## config.mk

```make
export PLATFORM = sky130hd
export DESIGN_NAME = bmtb_mac
export DESIGN_NICKNAME = d
export VERILOG_FILES = /design/src/hdl/assert_macros.svh /design/src/hdl/bmtb_pkg.sv /design/src/hdl/bmtb_mac.sv
export SDC_FILE = /design/constraint.sdc
export NUM_CORES = 1
export LEC_CHECK = 0
export BUFFER_PORTS_ARGS = -buffer_cell sky130_fd_sc_hd__buf_4
export CAP_MARGIN = 10
export CORE_ASPECT_RATIO = 1.75
export CORE_MARGIN = 2
export CORE_UTILIZATION = 40
export CTS_BUF_LIST = sky130_fd_sc_hd__clkbuf_8
export DETAILED_ROUTE_END_ITERATION = 10
export GPL_ROUTABILITY_DRIVEN = 0
export REMOVE_ABC_BUFFERS = 1
export SLEW_MARGIN = 20
export SYNTH_ARGS = -nofsm -noshare
export SYNTH_HDL_FRONTEND = slang
export SYNTH_SLANG_ARGS = --single-unit
```

## constraint.sdc

```tcl
create_clock -name clk -period 6.3 [get_ports clk]
set_input_delay 0.945 -clock clk [delete_from_list [all_inputs] [get_ports clk]]
set_output_delay 0.945 -clock clk [all_outputs]
set_load 0.05 [all_outputs]
```

## src/hdl/assert_macros.svh

```systemverilog
// Assertion helpers shared by the RTL.
// Properties are sampled on the rising edge of the given clock and are off while
// the active-low reset is asserted.
`ifndef ASSERT_MACROS_SVH
`define ASSERT_MACROS_SVH

`ifndef SYNTHESIS

// ante |-> cons
`define ASSERT_IMPLIES(lbl, clk, rst_n, ante, cons, msg) \
  lbl: assert property (@(posedge clk) disable iff (!rst_n) (ante) |-> (cons)) \
    else $error(msg);

// ante |=> cons
`define ASSERT_NEXT(lbl, clk, rst_n, ante, cons, msg) \
  lbl: assert property (@(posedge clk) disable iff (!rst_n) (ante) |=> (cons)) \
    else $error(msg);

`else

`define ASSERT_IMPLIES(lbl, clk, rst_n, ante, cons, msg)
`define ASSERT_NEXT(lbl, clk, rst_n, ante, cons, msg)

`endif

`endif

```

## src/hdl/bmtb_pkg.sv

```systemverilog
package bmtb_pkg;

  localparam int ELEMENT_WIDTH = 16;
  localparam int SUM_WIDTH     = 40;
  localparam int DEF_MAX_K     = 64;
  localparam int DEF_MAX_N     = 16;

  // config port
  localparam int CFG_DATA_W  = 13;
  localparam int CFG_INDEX_W = 3;

  // config register widths
  localparam int CD_W  = 7;
  localparam int OC_W  = 5;
  localparam int RPS_W = 13;
  localparam int DS_W  = 9;
  localparam int BAT_W = 9;

  // result index widths
  localparam int ROW_W   = 12;
  localparam int DIM_W   = 8;
  localparam int BATCH_W = 8;
  localparam int COL_W   = 4;

  localparam int MAX_ROWS    = 4096;
  localparam int MAX_SLICES  = 256;
  localparam int MAX_BATCHES = 256;

  typedef enum logic {
    CMD_WEIGHT = 1'b0,
    CMD_ACT    = 1'b1
  } cmd_t;

  typedef enum logic [CFG_INDEX_W-1:0] {
    CFG_COMMON_DIM     = 3'd0,
    CFG_OUT_COLS       = 3'd1,
    CFG_ROWS_PER_SLICE = 3'd2,
    CFG_DIM_SLICES     = 3'd3,
    CFG_BATCHES        = 3'd4
  } cfg_reg_t;

  typedef struct packed {
    cmd_t                            command;
    logic signed [ELEMENT_WIDTH-1:0] value;
  } in_req_t;

  typedef struct packed {
    logic signed [SUM_WIDTH-1:0] sum;
    logic [BATCH_W-1:0]          batch_index;
    logic [DIM_W-1:0]            dim_index;
    logic [ROW_W-1:0]            row_index;
    logic [COL_W-1:0]            col_index;
    logic                        last;
  } out_res_t;

  // row buffer cell control
  typedef struct packed {
    logic wr_en;
    logic shift_en;
  } cell_ctrl_t;

  // tag that travels with each product through the MAC
  typedef struct packed {
    logic             valid;
    logic             first;
    logic             last_pos;
    logic             last_col;
    logic [COL_W-1:0] col;
  } mac_tag_t;

  // zero acts as one, anything above hi acts as hi
  function automatic int unsigned clamp_cfg(input int unsigned v, input int unsigned hi);
    int unsigned r;
    if (v == 0) begin
      r = 1;
    end else if (v > hi) begin
      r = hi;
    end else begin
      r = v;
    end
    return r;
  endfunction

endpackage

```

## src/hdl/bmtb_mac.sv

```systemverilog
// Multiply stage then accumulate stage; emits the sum on the last position.
module bmtb_mac import bmtb_pkg::*; (
  input  logic                            clk,
  input  logic                            rst_n,
  input  mac_tag_t                        tag,
  input  logic signed [ELEMENT_WIDTH-1:0] weight,
  input  logic signed [ELEMENT_WIDTH-1:0] act,
  output logic                            res_valid,
  output logic signed [SUM_WIDTH-1:0]     res_sum,
  output logic [COL_W-1:0]                res_col,
  output logic                            res_last
);

  logic signed [2*ELEMENT_WIDTH-1:0] prod_r;
  mac_tag_t                          tag2_r;
  logic signed [SUM_WIDTH-1:0]       acc_r;
  logic signed [SUM_WIDTH-1:0]       acc_nxt;
  logic                              res_valid_r;
  logic signed [SUM_WIDTH-1:0]       res_sum_r;
  logic [COL_W-1:0]                  res_col_r;
  logic                              res_last_r;

  always_ff @(posedge clk) begin
    if (!rst_n) begin
      tag2_r      <= '0;
      res_valid_r <= 1'b0;
    end else begin
      tag2_r      <= tag;
      res_valid_r <= tag2_r.valid && tag2_r.last_pos;
    end
  end

  always_ff @(posedge clk) begin
    prod_r <= weight * act;
  end

  // exact sum, wraps modulo 2^SUM_WIDTH
  assign acc_nxt = (tag2_r.first ? '0 : acc_r) + SUM_WIDTH'(prod_r);

  always_ff @(posedge clk) begin
    if (tag2_r.valid) begin
      acc_r <= acc_nxt;
    end
    if (tag2_r.valid && tag2_r.last_pos) begin
      res_sum_r  <= acc_nxt;
      res_col_r  <= tag2_r.col;
      res_last_r <= tag2_r.last_col;
    end
  end

  assign res_valid = res_valid_r;
  assign res_sum   = res_sum_r;
  assign res_col   = res_col_r;
  assign res_last  = res_last_r;

endmodule

```

==> impl_metrics.yaml <==
setup_path:
  endpoint_kind: "register"
  worstPathArrival_ns: 6.40
  path_max_fanout: 6
  required_ns: 6.63
  setup.worst_path.start_class: "input pin"
  slowest_stage: "fa_1"
  critical_path.top_delay_family: "adder cells"
  path_class: "in -> reg"
  crit_buf_inv: 6
  crit_top_cell: "fa_1"
  max_stage_delay_ns: 0.53
  timing.rr.start: "tag2_r[6]$_SDFF_PN0_"
  cp_cell_sequence: "buf_4 > buf_12 > and2_1 > fa_1 > inv_1 > fa_1 > fa_1 > inv_1 > fa_1 > fa_1 > inv_1 > fa_1 > inv_1 > ha_1 > and3_1 > nand4_1 > a211o_1 > and4_1 > o311ai_2 > a21o_1 > a21oi_1 > xnor2_1"
  crit_start: "act[4]"
global_route:
  grt_max_degree: 46
  overflow: 0
  track_usage_pct: 18.6
  grt_pass1_wl_um: 60300
  grt_pass1_vias: 12271
  antenna_found_initial: 1
clocking:
  htreeDepth: 4
  cts_tree: "built"
  clk_pin_slew_ns: 0.07
  cts_buffer_depth: 2
  clock-sinks: 126
  root_buffer: "clkbuf_8"
  cts_hold_buf: 0
  numCtsBuffers: 17
  clk_latency_ns: 0.46
detailed_routing:
  via_count: 10912
  drt_first_pass_iters: 5
  via_per_inst: 4.92
  routedWlPerCell_um: 16.1
  dr.first_iter.drc_count: 378
  detail-route-antenna-nets: 0
  finalWirelength_um: 35700
  drc: 0
sta:
  max-slew-margin-rel_pct: 51.6
  rsz0062_at_grt: "false"
  slew_viol_final: 0
  finalCritPeriodShare_pct: 96.4
  period_needed_ns: 6.07
  timing_hold_violations_final: 0
  max_freq_mhz: 165
  setup_viol: 0
  worst_pin_slew_ns: 0.726
  setup_ws_ns: 0.227
  skew_ns: 0.0129
synth:
  ys_types: 74
  synth_area_leaders: "fa_1 34%, edfxtp_1 16%, ha_1 9.7%, inv_1 7.3%, and2_1 5.5%"
  avgSynthCellArea_sq_um: 10.1
  synth_warnings: 0
  yosysSeqAreaShare_pct: 21.6
  synthArstFlopShare_pct: 0
  synth_most_common_cell: "inv_1"
  synth.cell_area_sq_um: 15600
  synth-edff-count: 85
  synth_top_cell_area_share_pct: 33.7
  netlist_instances: 1542
  yosys_register_bits: 126
  yosys-top-cells-count: "304 x inv_1, 263 x fa_1, 141 x nand2_1"
  synthFlopType: "edfxtp_1"
  synth_area_leader_cell: "fa_1"
min_path:
  min_from: "tag2_r[0]$_SDFF_PN0_"
  min-delay-path-class: "reg -> reg"
place:
  pre_cts_slack_ns: -0.324
  dpl.hpwl_um: 30900
  port_buffers: 87
die:
  initial_core_util_pct: 40.5
  fp.dieW_um: 153
  core-area_sq_um: 38500
  dieArea_sq_um: 40700
  rows: 95
  pin_count: 88
  die_h_um: 265
status:
  status: "complete, no violations"
finish:
  post_route_cells_drive_above_1_share_pct: 15.1
  area_delta_synth_final_pct: 16.1
  fin_nets: 2147
  fillers: 3770
run:
  maxCapViolCount: 0
## metal layers
metal | wire length (um) | track usage, % | up-vias
li1 | - | - | 5215
met1 | 13400 | 19.7 | 5430
met2 | 19900 | 36.1 | 181
met3 | 795 | 2.30 | 86
met4 | 1610 | 8.78 | 0
met5 | 0 | 0 | -
## path summary, 6_finish.rpt
| kind | endpoint | cells after the start | slack [ns] |
|---|---|---|---|
| min reg2reg | res_col[0]$_DFFE_PP_ | 0 | 0.41 |
| max | prod_r[31]$_DFF_P_ | 22 | 0.23 |
| max reg2reg | res_sum[28]$_DFFE_PP_ | 13 | 2.53 |
| min | res_col[0]$_DFFE_PP_ | 0 | 0.41 |
## timing repair
action | in CTS | in global routing
gates resized for setup | 0 | 3
setup buffers | 0 | 0
endpoints found under the setup margin | 0 | 3
## placed cells by master, fill, tap and decap left out, drive strengths merged, types with 3 or more instances in the layout
master / instances
clkbuf: 18
nand2: 141
o21a: 9
a21o: 18
and4: 3
dfxtp: 41
o21bai: 11
clkinv: 6
fa: 263
or4: 3
ha: 121
and3: 8
nand3: 17
nor2b: 40
nor2: 51
or2: 4
bufinv: 5
nand4: 7
nor3: 12
buf: 198
o211ai: 6
a21oi: 50
xor2: 15
nor4: 4
a2111oi: 4
inv: 308
o311ai: 3
o21ai: 35
xnor2: 53
and2: 138
nand2b: 11
a211oi: 8
edfxtp: 85
## per-stage QoR
step / std cells / TNS, ns / util, % / hold slack (ns) / instance area [sq um]
final: 2220 / 0 / 47.1 / 0.409 / 18100
after global routing: 2220 / 0 / 47.1 / 0.414 / 18100
after CTS: 2219 / 0 / 47.0 / 0.410 / 18100
after detailed placement: 2187 / -1.18 / 45.8 / 0.389 / 17700
after global placement: 2187 / -1.01 / 45.8 / 0.388 / 17700
after floorplan: 1504 / 0 / - / 0.386 / 15500
## logic make-up after synthesis
| logic type | count (synthesis) | synth area share, % |
|---|---|---|
| flops | 126 | 21.6 |
| buf+inv | 343 | 8.27 |
| fa+ha+maj | 384 | 43.4 |
| xor+xnor | 68 | 3.81 |
| simple gates | 445 | 14.7 |
| compound gates | 174 | 8.03 |
| mux | 2 | 0.128 |
## sequential cells by signal (all words and copies together) (netlist names)
signal,count
acc_r,40
res_sum,40
prod_r,32
tag2_r,8
res_col,4
res_last,1
res_valid,1
## worst register-to-register path: cells and delay by family (launching register included)
kind,cells,cell delay [ns]
xor gates and xnor gates,1,0.22
DFF,1,0.79
AOI/OAI and AO/OA,5,1.27
buffers and inverters,2,0.46
adders and majority gates,2,0.41
and+or+nand+nor,3,0.42
## cell type report
| class | instances | area, sq um | share of cell area [%] |
|---|---|---|---|
| diodes | 1 | 2.50 | 0.0138 |
| clock buffers | 18 | 248 | 1.37 |
| multi-input cells | 1073 | 11000 | 60.5 |
| well taps | 485 | 607 | 3.35 |
| inverters | 305 | 1140 | 6.31 |
| flip-flops and latches | 126 | 3370 | 18.6 |
| repair buffers | 198 | 1570 | 8.68 |
| clock inverters | 14 | 213 | 1.17 |
Power is left out: the tool's default activity adds up to more than one toggle a clock period on the data nets, which glitch-free logic cannot reach.
