[src/hdl/assert_macros.svh]
// Assertion helpers shared by the RTL.
// Properties are sampled on the rising edge of the given clock and are off while
// the active-low reset is asserted.
`ifndef ASSERT_MACROS_SVH
`define ASSERT_MACROS_SVH

`ifndef SYNTHESIS

// ante |-> cons
`define ASSERT_IMPLIES(lbl, clk, rst_n, ante, cons, msg) \
  lbl: assert property (@(posedge clk) disable iff (!rst_n) (ante) |-> (cons)) \
    else $error(msg);

// ante |=> cons
`define ASSERT_NEXT(lbl, clk, rst_n, ante, cons, msg) \
  lbl: assert property (@(posedge clk) disable iff (!rst_n) (ante) |=> (cons)) \
    else $error(msg);

`else

`define ASSERT_IMPLIES(lbl, clk, rst_n, ante, cons, msg)
`define ASSERT_NEXT(lbl, clk, rst_n, ante, cons, msg)

`endif

`endif

[src/hdl/bmtb_pkg.sv]
package bmtb_pkg;

  localparam int ELEMENT_WIDTH = 16;
  localparam int SUM_WIDTH     = 40;
  localparam int DEF_MAX_K     = 64;
  localparam int DEF_MAX_N     = 16;

  // config port
  localparam int CFG_DATA_W  = 13;
  localparam int CFG_INDEX_W = 3;

  // config register widths
  localparam int CD_W  = 7;
  localparam int OC_W  = 5;
  localparam int RPS_W = 13;
  localparam int DS_W  = 9;
  localparam int BAT_W = 9;

  // result index widths
  localparam int ROW_W   = 12;
  localparam int DIM_W   = 8;
  localparam int BATCH_W = 8;
  localparam int COL_W   = 4;

  localparam int MAX_ROWS    = 4096;
  localparam int MAX_SLICES  = 256;
  localparam int MAX_BATCHES = 256;

  typedef enum logic {
    CMD_WEIGHT = 1'b0,
    CMD_ACT    = 1'b1
  } cmd_t;

  typedef enum logic [CFG_INDEX_W-1:0] {
    CFG_COMMON_DIM     = 3'd0,
    CFG_OUT_COLS       = 3'd1,
    CFG_ROWS_PER_SLICE = 3'd2,
    CFG_DIM_SLICES     = 3'd3,
    CFG_BATCHES        = 3'd4
  } cfg_reg_t;

  typedef struct packed {
    cmd_t                            command;
    logic signed [ELEMENT_WIDTH-1:0] value;
  } in_req_t;

  typedef struct packed {
    logic signed [SUM_WIDTH-1:0] sum;
    logic [BATCH_W-1:0]          batch_index;
    logic [DIM_W-1:0]            dim_index;
    logic [ROW_W-1:0]            row_index;
    logic [COL_W-1:0]            col_index;
    logic                        last;
  } out_res_t;

  // row buffer cell control
  typedef struct packed {
    logic wr_en;
    logic shift_en;
  } cell_ctrl_t;

  // tag that travels with each product through the MAC
  typedef struct packed {
    logic             valid;
    logic             first;
    logic             last_pos;
    logic             last_col;
    logic [COL_W-1:0] col;
  } mac_tag_t;

  // zero acts as one, anything above hi acts as hi
  function automatic int unsigned clamp_cfg(input int unsigned v, input int unsigned hi);
    int unsigned r;
    if (v == 0) begin
      r = 1;
    end else if (v > hi) begin
      r = hi;
    end else begin
      r = v;
    end
    return r;
  endfunction

endpackage

[src/hdl/bmtb_cell.sv]
// One row buffer element. Loads on write, otherwise rotates toward the head on shift.
module bmtb_cell import bmtb_pkg::*; (
  input  logic                            clk,
  input  cell_ctrl_t                      ctrl,
  input  logic signed [ELEMENT_WIDTH-1:0] wr_value,
  input  logic signed [ELEMENT_WIDTH-1:0] next_q,
  input  logic signed [ELEMENT_WIDTH-1:0] head_q,
  input  logic                            is_tail,
  output logic signed [ELEMENT_WIDTH-1:0] q
);

  logic signed [ELEMENT_WIDTH-1:0] q_r;

  always_ff @(posedge clk) begin
    if (ctrl.wr_en) begin
      q_r <= wr_value;
    end else if (ctrl.shift_en) begin
      // tail of the active row takes the head back
      q_r <= is_tail ? head_q : next_q;
    end
  end

  assign q = q_r;

endmodule

[config.mk]
export PLATFORM = sky130hd
export DESIGN_NAME = bmtb_cell
export DESIGN_NICKNAME = d
export VERILOG_FILES = /design/src/hdl/assert_macros.svh /design/src/hdl/bmtb_pkg.sv /design/src/hdl/bmtb_cell.sv
export SDC_FILE = /design/constraint.sdc
export NUM_CORES = 1
export LEC_CHECK = 0
export BUFFER_PORTS_ARGS = -buffer_cell sky130_fd_sc_hd__buf_2
export CORE_AREA = 2 2 48 50
export CTS_BUF_LIST = sky130_fd_sc_hd__clkbuf_8
export CTS_CLUSTER_DIAMETER = 30
export CTS_CLUSTER_SIZE = 10
export DETAILED_ROUTE_END_ITERATION = 8
export DIE_AREA = 0 0 50 52
export PLACE_DENSITY = 0.83
export SYNTH_ARGS = -nofsm -noshare
export SYNTH_HDL_FRONTEND = slang
export SYNTH_SLANG_ARGS = --single-unit
[constraint.sdc]
create_clock -name clk -period 1.6 [get_ports clk]
set_input_delay 0.32 -clock clk [delete_from_list [all_inputs] [get_ports clk]]
set_output_delay 0.32 -clock clk [all_outputs]
set_load 0.1 [all_outputs]
==> impl_metrics.json, run 1 <==
{
  "cts_inserted_buffers": 3,
  "clock-root-buffer": "sky130_fd_sc_hd__clkbuf_8",
  "routed_wirelength_normalized_by_instance_count_um": 11.7,
  "maxSlewHeadroom_pct": 67.5,
  "grt_max_degree": 33,
  "timing.final.crit_share_pct": 82.4,
  "cts_hold_buf": 0,
  "total_leakage_power_nw": 0.611,
  "fmax_mhz": 759,
  "max-vdd-ir-drop_uv": 569,
  "post-synth-top-area-cell": "sky130_fd_sc_hd__edfxtp_1",
  "first_pass_drt_iterations": 4,
  "die-area_um2": 2600,
  "cts.repair.resized": 0,
  "power.density_nw_per_um2": 1130,
  "cts_tree": "yes",
  "synth.yosys.warnings": 0,
  "instance_area_at_placement_um2": 1160,
  "layout_min_cycle_time_ns": 1.32,
  "total_nets_after_synthesis": 122,
  "crit_fanout": 1,
  "num_antenna_cells": 0,
  "timing.critical_path.buf_inv": 1,
  "layout_commonest_cell": "sky130_fd_sc_hd__buf_2",
  "crit_path_max_incr_delay_ns": 0.42,
  "die-width_um": 50,
  "p_int_mw": 0.796,
  "synth_cells": 70,
  "ant_nets": 0,
  "report.final.slew_viol_count": 0,
  "antenna_found_initial": 0,
  "swShare_pct": 42.0,
  "max-cap-violations": 0,
  "clockBufferDepth": 2,
  "end_kind": "output pin",
  "pwr-share-clk_pct": 21.8,
  "seq_power_share_pct": 38.6,
  "rsz0062_at_grt": "no",
  "floorplan.io_pins": 68,
  "yosys_register_bits": 16,
  "starting_drt_drc_count": 11,
  "synth_area_per_cell_um2": 11.9,
  "layout_common_cells": "sky130_fd_sc_hd__buf_2, sky130_fd_sc_hd__mux2i_1, sky130_fd_sc_hd__nand2_1, sky130_fd_sc_hd__edfxtp_1, sky130_fd_sc_hd__o21ai_1",
  "cts_post_setup_buffers_inserted": 0,
  "worst_slew_pin_slew_ns": 0.491,
  "list_of_cells_traversed_by_the_critical_path": "buf_2",
  "wp_data_required_ns": 1.28,
  "post-synth-top-area-fraction_pct": 57.7,
  "first_global_vias": 748,
  "post_route_cells_drive_above_1_share_pct": 52.6,
  "netlist_area_um2": 832,
  "clock-sinks": 16,
  "routabilityCongestion": 0.670,
  "place.detailed.hpwl_mm": 1.49,
  "final_hold_viol_count": 0,
  "crit_path_top_delay_cell": "sky130_fd_sc_hd__buf_2",
  "routed-via-count": 768,
  "grt_remaining_overflow": 0,
  "finalInstanceArea_um2": 1210,
  "routed_wirelength_mm": 1.93,
  "synth_seq_area_share_pct": 57.7,
  "final-setup-viol-count": 0,
  "min_path_type": "in -> reg",
  "grt_pass1_wl_mm": 3.02,
  "comb_power_share_pct": 39.6,
  "num-nets-final": 190,
  "largest_register_ff_count": 16,
  "setup-tns-final_ns": 0,
  "coreArea_um2": 2110,
  "track_usage_pct": 15.9,
  "run_status": "completed",
  "drc_errors": 0,
  "synth_cell_type_count": 10,
  "critPathKind": "reg -> out",
  "utilization_pct": 57.5,
  "clk_pin_slew_ns": 0.06,
  "netlist_top_cells_area": "sky130_fd_sc_hd__edfxtp_1, sky130_fd_sc_hd__mux2i_1, sky130_fd_sc_hd__nand2_1",
  "cts.htree.levels": 1,
  "std_cell_rows": 17,
  "area_delta_synth_final_pct": 45.4,
  "port-buffer-count": 67,
  "floorplan.die.height_um": 52,
  "power_mw": 1.37,
  "power.switching_mw": 0.577,
  "initial_core_util_pct": 39.5,
  "startpoint_type": "flop",
  "routed_via_density": 4.65,
  "cp_delay_by_family_top": "buffers and inverters",
  "arrival_ns": 1.00
}
## routing by layer
layer  global-route usage [%]  share of wire (%)
met5                        0                  0
met4                     10.2                2.1
met3                     2.30                5.0
met2                     30.9                 54
met1                     15.4                 39
## metrics by stage
| stage | worst slack (ns) | hold slack (ns) | instances |
|---|---|---|---|
| global route | 0.251 | 0.352 | 165 |
| detailed placement | 0.278 | 0.603 | 161 |
| CTS | 0.272 | 0.355 | 165 |
| finish | 0.282 | 0.357 | 165 |
| global placement | 0.308 | 0.597 | 161 |
| floorplan | 0.376 | 0.511 | 70 |
## cell usage after synthesis
cell type,n
sky130_fd_sc_hd__o21ai_1,10
sky130_fd_sc_hd__buf_2,2
sky130_fd_sc_hd__clkbuf_1,1
sky130_fd_sc_hd__or2_2,1
sky130_fd_sc_hd__o21ai_0,6
sky130_fd_sc_hd__edfxtp_1,16
sky130_fd_sc_hd__buf_6,1
sky130_fd_sc_hd__mux2i_1,16
sky130_fd_sc_hd__buf_12,1
sky130_fd_sc_hd__nand2_1,16
## area by class of cell
class	instances	area (µm²)
Tap cell	28	35.0
Sequential cell	16	480
Timing Repair Buffer	68	343
Clock buffer	3	41.3
Clock inverter	1	3.75
Multi-Input combinational cell	49	307
Fill cell	200	896
## cell families (layout without fill, tap and decap cells)
family | count (synthesis) | count (layout) | synth area share (%)
compound gates | 16 | 16 | 9.62
buf+inv | 5 | 72 | 5.41
mux | 16 | 16 | 19.2
simple gates | 17 | 17 | 7.97
flops | 16 | 16 | 57.7
## path summary, 6_finish.rpt
path	start	endpoint	slack, ns	depth (start not counted)
worst max-delay path	q[9]$_DFFE_PP_	q[9]	0.28	1
worst min-delay path	wr_value[0]	q[0]$_DFFE_PP_	0.36	3
## power groups by stage
stage	registers (mW)	logic [mW]	clock network (mW)
finish	0.530	0.544	0.300
global route	0.534	0.566	0.326
CTS	0.531	0.546	0.304
detailed placement	0.539	0.545	0
global placement	0.538	0.540	0
floorplan	0.900	0.0777	0
Power figures use the tool's default switching activity.
==> run 2, diff against run 1 <==
- CORE_AREA: 2 2 48 50 -> 2 2 50 52
- DIE_AREA: 0 0 50 52 -> 0 0 52 54
- PLACE_DENSITY: 0.83 -> 0.77
- clock period: 1.6 -> 1.3 ns (I/O delays scaled with it)
==> impl_metrics.json, run 2 (synthesized netlist as in run 1, its figures left out) <==
{
  "run_status": "completed",
  "area_delta_synth_final_pct": 76.5,
  "die-area_um2": 2810,
  "routabilityCongestion": 0.609,
  "min_delay_path_depth": 3,
  "max-cap-violations": 0,
  "maxSlewHeadroom_pct": 75.3,
  "utilization_pct": 63.3,
  "setup-tns-final_ns": 0,
  "place.detailed.hpwl_mm": 1.82,
  "startpoint_type": "flop",
  "layout_commonest_cell": "sky130_fd_sc_hd__buf_2",
  "largest_register_ff_count": 16,
  "end_kind": "output pin",
  "grt_pass1_wl_mm": 3.19,
  "routed_via_density": 4.82,
  "post_route_cells_drive_above_1_share_pct": 53.3,
  "clock-sinks": 16,
  "critPathLaunch": "q[10]$_DFFE_PP_",
  "max-vdd-ir-drop_uv": 650,
  "fmax_mhz": 889,
  "coreArea_um2": 2320,
  "cts_post_setup_buffers_inserted": 0,
  "port-buffer-count": 67,
  "timing.critical_path.buf_inv": 1,
  "layout_common_cells": "sky130_fd_sc_hd__buf_2, sky130_fd_sc_hd__buf_12, sky130_fd_sc_hd__mux2i_1, sky130_fd_sc_hd__nand2_1, sky130_fd_sc_hd__edfxtp_1",
  "routed_wirelength_mm": 2.27,
  "wp_data_required_ns": 1.04,
  "initial_core_util_pct": 35.9,
  "num_antenna_cells": 0,
  "final_hold_viol_count": 0,
  "worst_min_path_start": "wr_value[5]",
  "grt_remaining_overflow": 0,
  "layout_min_cycle_time_ns": 1.12,
  "worst_slew_pin_slew_ns": 0.371,
  "cp_delay_by_family_top": "flip-flops",
  "timing.final.crit_share_pct": 86.5,
  "power.density_nw_per_um2": 1300,
  "first_pass_drt_iterations": 4,
  "list_of_cells_traversed_by_the_critical_path": "buf_12",
  "cts.repair.resized": 0,
  "critPathKind": "reg -> out",
  "arrival_ns": 0.86,
  "crit_path_top_delay_cell": "sky130_fd_sc_hd__edfxtp_1",
  "clockBufferDepth": 2,
  "starting_drt_drc_count": 6,
  "total_leakage_power_nw": 0.704,
  "drc_errors": 0,
  "first_global_vias": 740,
  "routed-via-count": 805,
  "track_usage_pct": 15.8,
  "crit_path_max_incr_delay_ns": 0.43,
  "cts_hold_buf": 0,
  "std_cell_rows": 18,
  "final-setup-viol-count": 0,
  "clock-root-buffer": "sky130_fd_sc_hd__clkbuf_8",
  "crit_fanout": 1,
  "clk_pin_slew_ns": 0.06,
  "num-nets-final": 191,
  "rsz0062_at_grt": "no",
  "ant_nets": 0,
  "grt_max_degree": 33,
  "floorplan.die.height_um": 54,
  "floorplan.io_pins": 68,
  "depth_of_the_critical_timing_path_with_buffers_and_inverters_included": 1,
  "cts_tree": "yes",
  "die-width_um": 52,
  "cts.htree.levels": 1,
  "cts_inserted_buffers": 3,
  "routed_wirelength_normalized_by_instance_count_um": 13.6,
  "antenna_found_initial": 0,
  "report.final.slew_viol_count": 0,
  "min_path_type": "in -> reg"
}
==> run 2: worst paths after layout <==
| kind | to | slack [ns] |
|---|---|---|
| max | q[10] | 0.18 |
| min | q[5]$_DFFE_PP_ | 0.31 |
==> run 2: routing by layer <==
| metal | global-route usage, % | share of wire (%) | routed length [µm] |
|---|---|---|---|
| met5 | 0 | 0 | 0 |
| met4 | 6.58 | 0.84 | 19 |
| met3 | 1.67 | 7.9 | 180 |
| met2 | 33.5 | 56 | 1270 |
| met1 | 15.1 | 35 | 800 |
==> run 2: area by class of cell <==
cell class / count / area [µm²]
sequential: 16 / 480
multi-input combinational: 49 / 307
clock buffer: 3 / 41.3
fill: 182 / 851
timing repair buffer: 69 / 603
tap: 30 / 37.5
==> run 2: power by group <==
group | switching [mW] | leakage [nW] | internal [mW]
sequential | 0.0508 | 0.165 | 0.644
combinational | 0.548 | 0.517 | 0.320
clock | 0.149 | 0.0216 | 0.205
==> run 2: per-stage QoR <==
step                hold slack, ns  setup slack, ns  area (µm²)  power [mW]  std cells
finish                       0.306            0.176        1470        1.92        167
global route                 0.312            0.154        1470        1.97        167
CTS                          0.311            0.168        1470        1.93        167
detailed placement           0.558            0.175        1430        1.58        164
global placement             0.547            0.191        1430        1.56        164
floorplan                    0.451            0.136         832        1.20         70
==> run 3, diff against run 2 <==
--- a/config.mk
+++ b/config.mk
@@ -8,3 +8,3 @@
 export BUFFER_PORTS_ARGS = -buffer_cell sky130_fd_sc_hd__buf_2
-export CORE_AREA = 2 2 50 52
+export CORE_AREA = 2 2 61 63
 export CTS_BUF_LIST = sky130_fd_sc_hd__clkbuf_8
@@ -13,4 +13,3 @@
 export DETAILED_ROUTE_END_ITERATION = 8
-export DIE_AREA = 0 0 52 54
-export PLACE_DENSITY = 0.77
+export DIE_AREA = 0 0 63 65
 export SYNTH_ARGS = -nofsm -noshare
==> constraint.sdc (replaced) <==
create_clock -name clk -period 1.3 [get_ports clk]
set_input_delay 0.13 -clock clk [delete_from_list [all_inputs] [get_ports clk]]
set_output_delay 0.13 -clock clk [all_outputs]
set_load 0.1 [all_outputs]
==> impl_metrics.json, run 3 (synthesized netlist as in run 1, its figures left out) <==
{
  "run_status": "completed",
  "power.density_nw_per_um2": 1360,
  "setup-tns-final_ns": 0,
  "layout_common_cells": "sky130_fd_sc_hd__buf_2, sky130_fd_sc_hd__mux2i_1, sky130_fd_sc_hd__nand2_1, sky130_fd_sc_hd__edfxtp_1, sky130_fd_sc_hd__o21ai_1",
  "max-vdd-ir-drop_uv": 334,
  "routed_wirelength_mm": 2.12,
  "antenna_found_initial": 0,
  "swShare_pct": 42.2,
  "power.switching_mw": 0.721,
  "std_cell_rows": 22,
  "wp_data_required_ns": 1.17,
  "rsz0062_at_grt": "no",
  "cp_delay_by_family_top": "buffers and inverters",
  "place.detailed.hpwl_mm": 1.62,
  "report.final.slew_viol_count": 0,
  "cts.repair.resized": 0,
  "routabilityCongestion": 0.713,
  "p_int_mw": 0.987,
  "drc_errors": 0,
  "min_path_type": "in -> reg",
  "floorplan.die.height_um": 65,
  "utilization_pct": 35.9,
  "cts_post_setup_buffers_inserted": 0,
  "timing.final.crit_share_pct": 88.1,
  "area_delta_synth_final_pct": 50.8,
  "layout_commonest_cell": "sky130_fd_sc_hd__buf_2",
  "cts.htree.levels": 1,
  "clock-sinks": 16,
  "largest_register_ff_count": 16,
  "grt_remaining_overflow": 0,
  "clock-root-buffer": "sky130_fd_sc_hd__clkbuf_8",
  "critPathKind": "reg -> out",
  "ant_nets": 0,
  "final-setup-viol-count": 0,
  "layout_min_cycle_time_ns": 1.14,
  "floorplan.io_pins": 68,
  "clk_pin_slew_ns": 0.06,
  "clockBufferDepth": 2,
  "final_hold_viol_count": 0,
  "total_leakage_power_nw": 0.621,
  "maxSlewHeadroom_pct": 66.9,
  "port-buffer-count": 67,
  "comb_power_share_pct": 39.8,
  "coreArea_um2": 3500,
  "die-area_um2": 4100,
  "track_usage_pct": 10.3,
  "end_kind": "output pin",
  "cts_hold_buf": 0,
  "crit_path_top_delay_cell": "sky130_fd_sc_hd__buf_2",
  "post_route_cells_drive_above_1_share_pct": 52.9,
  "num_antenna_cells": 0,
  "routed_wirelength_normalized_by_instance_count_um": 11.4,
  "starting_drt_drc_count": 9,
  "initial_core_util_pct": 23.8,
  "grt_max_degree": 33,
  "pwr-share-clk_pct": 21.9,
  "first_pass_drt_iterations": 4,
  "die-width_um": 63,
  "cts_inserted_buffers": 3,
  "num-nets-final": 191,
  "crit_fanout": 1,
  "arrival_ns": 1.01,
  "timing.critical_path.buf_inv": 1,
  "routed-via-count": 768,
  "crit_path_max_incr_delay_ns": 0.43,
  "first_global_vias": 733,
  "max-cap-violations": 0,
  "startpoint_type": "flop",
  "seq_power_share_pct": 38.3,
  "cts_tree": "yes",
  "routed_via_density": 4.13,
  "fmax_mhz": 874,
  "worst_slew_pin_slew_ns": 0.499,
  "grt_pass1_wl_mm": 3.17,
  "list_of_cells_traversed_by_the_critical_path": "buf_2"
}
run 3: cell types whose count changed in the layout (fill, tap and decap cells not counted):
cell	change
sky130_fd_sc_hd__buf_12	-16
sky130_fd_sc_hd__buf_2	+16
sky130_fd_sc_hd__clkinv_1	+1
run 3: power by group through the flow:
stage | registers (mW) | logic [mW] | clock network, mW
CTS | 0.654 | 0.684 | 0.388
floorplan | 1.11 | 0.0956 | 0
global placement | 0.663 | 0.674 | 0
global route | 0.658 | 0.708 | 0.404
detailed placement | 0.664 | 0.684 | 0
finish | 0.654 | 0.680 | 0.375
run 3: worst paths after layout:
| kind | startpoint | endpoint | slack (ns) | depth (start not counted) |
|---|---|---|---|---|
| worst max-delay path | q[2]$_DFFE_PP_ | q[2] | 0.16 | 1 |
| worst min-delay path | wr_value[4] | q[4]$_DFFE_PP_ | 0.17 | 3 |
run 3: final cells by class:
class,instances,area [µm²]
clock buffers,3,41.3
clock inverters,1,3.75
fillers,378,2240
multi-input cells,49,307
flip-flops and latches,16,480
well taps,48,60.1
repair buffers,69,363
run 3: per-layer routing:
metal | GRT usage [%] | up-vias | wire [µm]
li1 | - | 390 | -
met1 | 10.1 | 341 | 848
met2 | 19.7 | 33 | 1120
met3 | 2.08 | 4 | 119
met4 | 6.67 | 0 | 37
met5 | 0 | - | 0
run 3: metrics by stage:
| step | setup WS [ns] | area, µm² | hold slack (ns) | instances | total power, mW |
|---|---|---|---|---|---|
| after floorplan | 0.266 | 832 | 0.321 | 70 | 1.20 |
| after global placement | 0.303 | 1210 | 0.414 | 182 | 1.34 |
| after detailed placement | 0.287 | 1210 | 0.424 | 182 | 1.35 |
| after CTS | 0.148 | 1250 | 0.162 | 186 | 1.73 |
| after global routing | 0.128 | 1250 | 0.183 | 186 | 1.77 |
| final | 0.155 | 1250 | 0.167 | 186 | 1.71 |
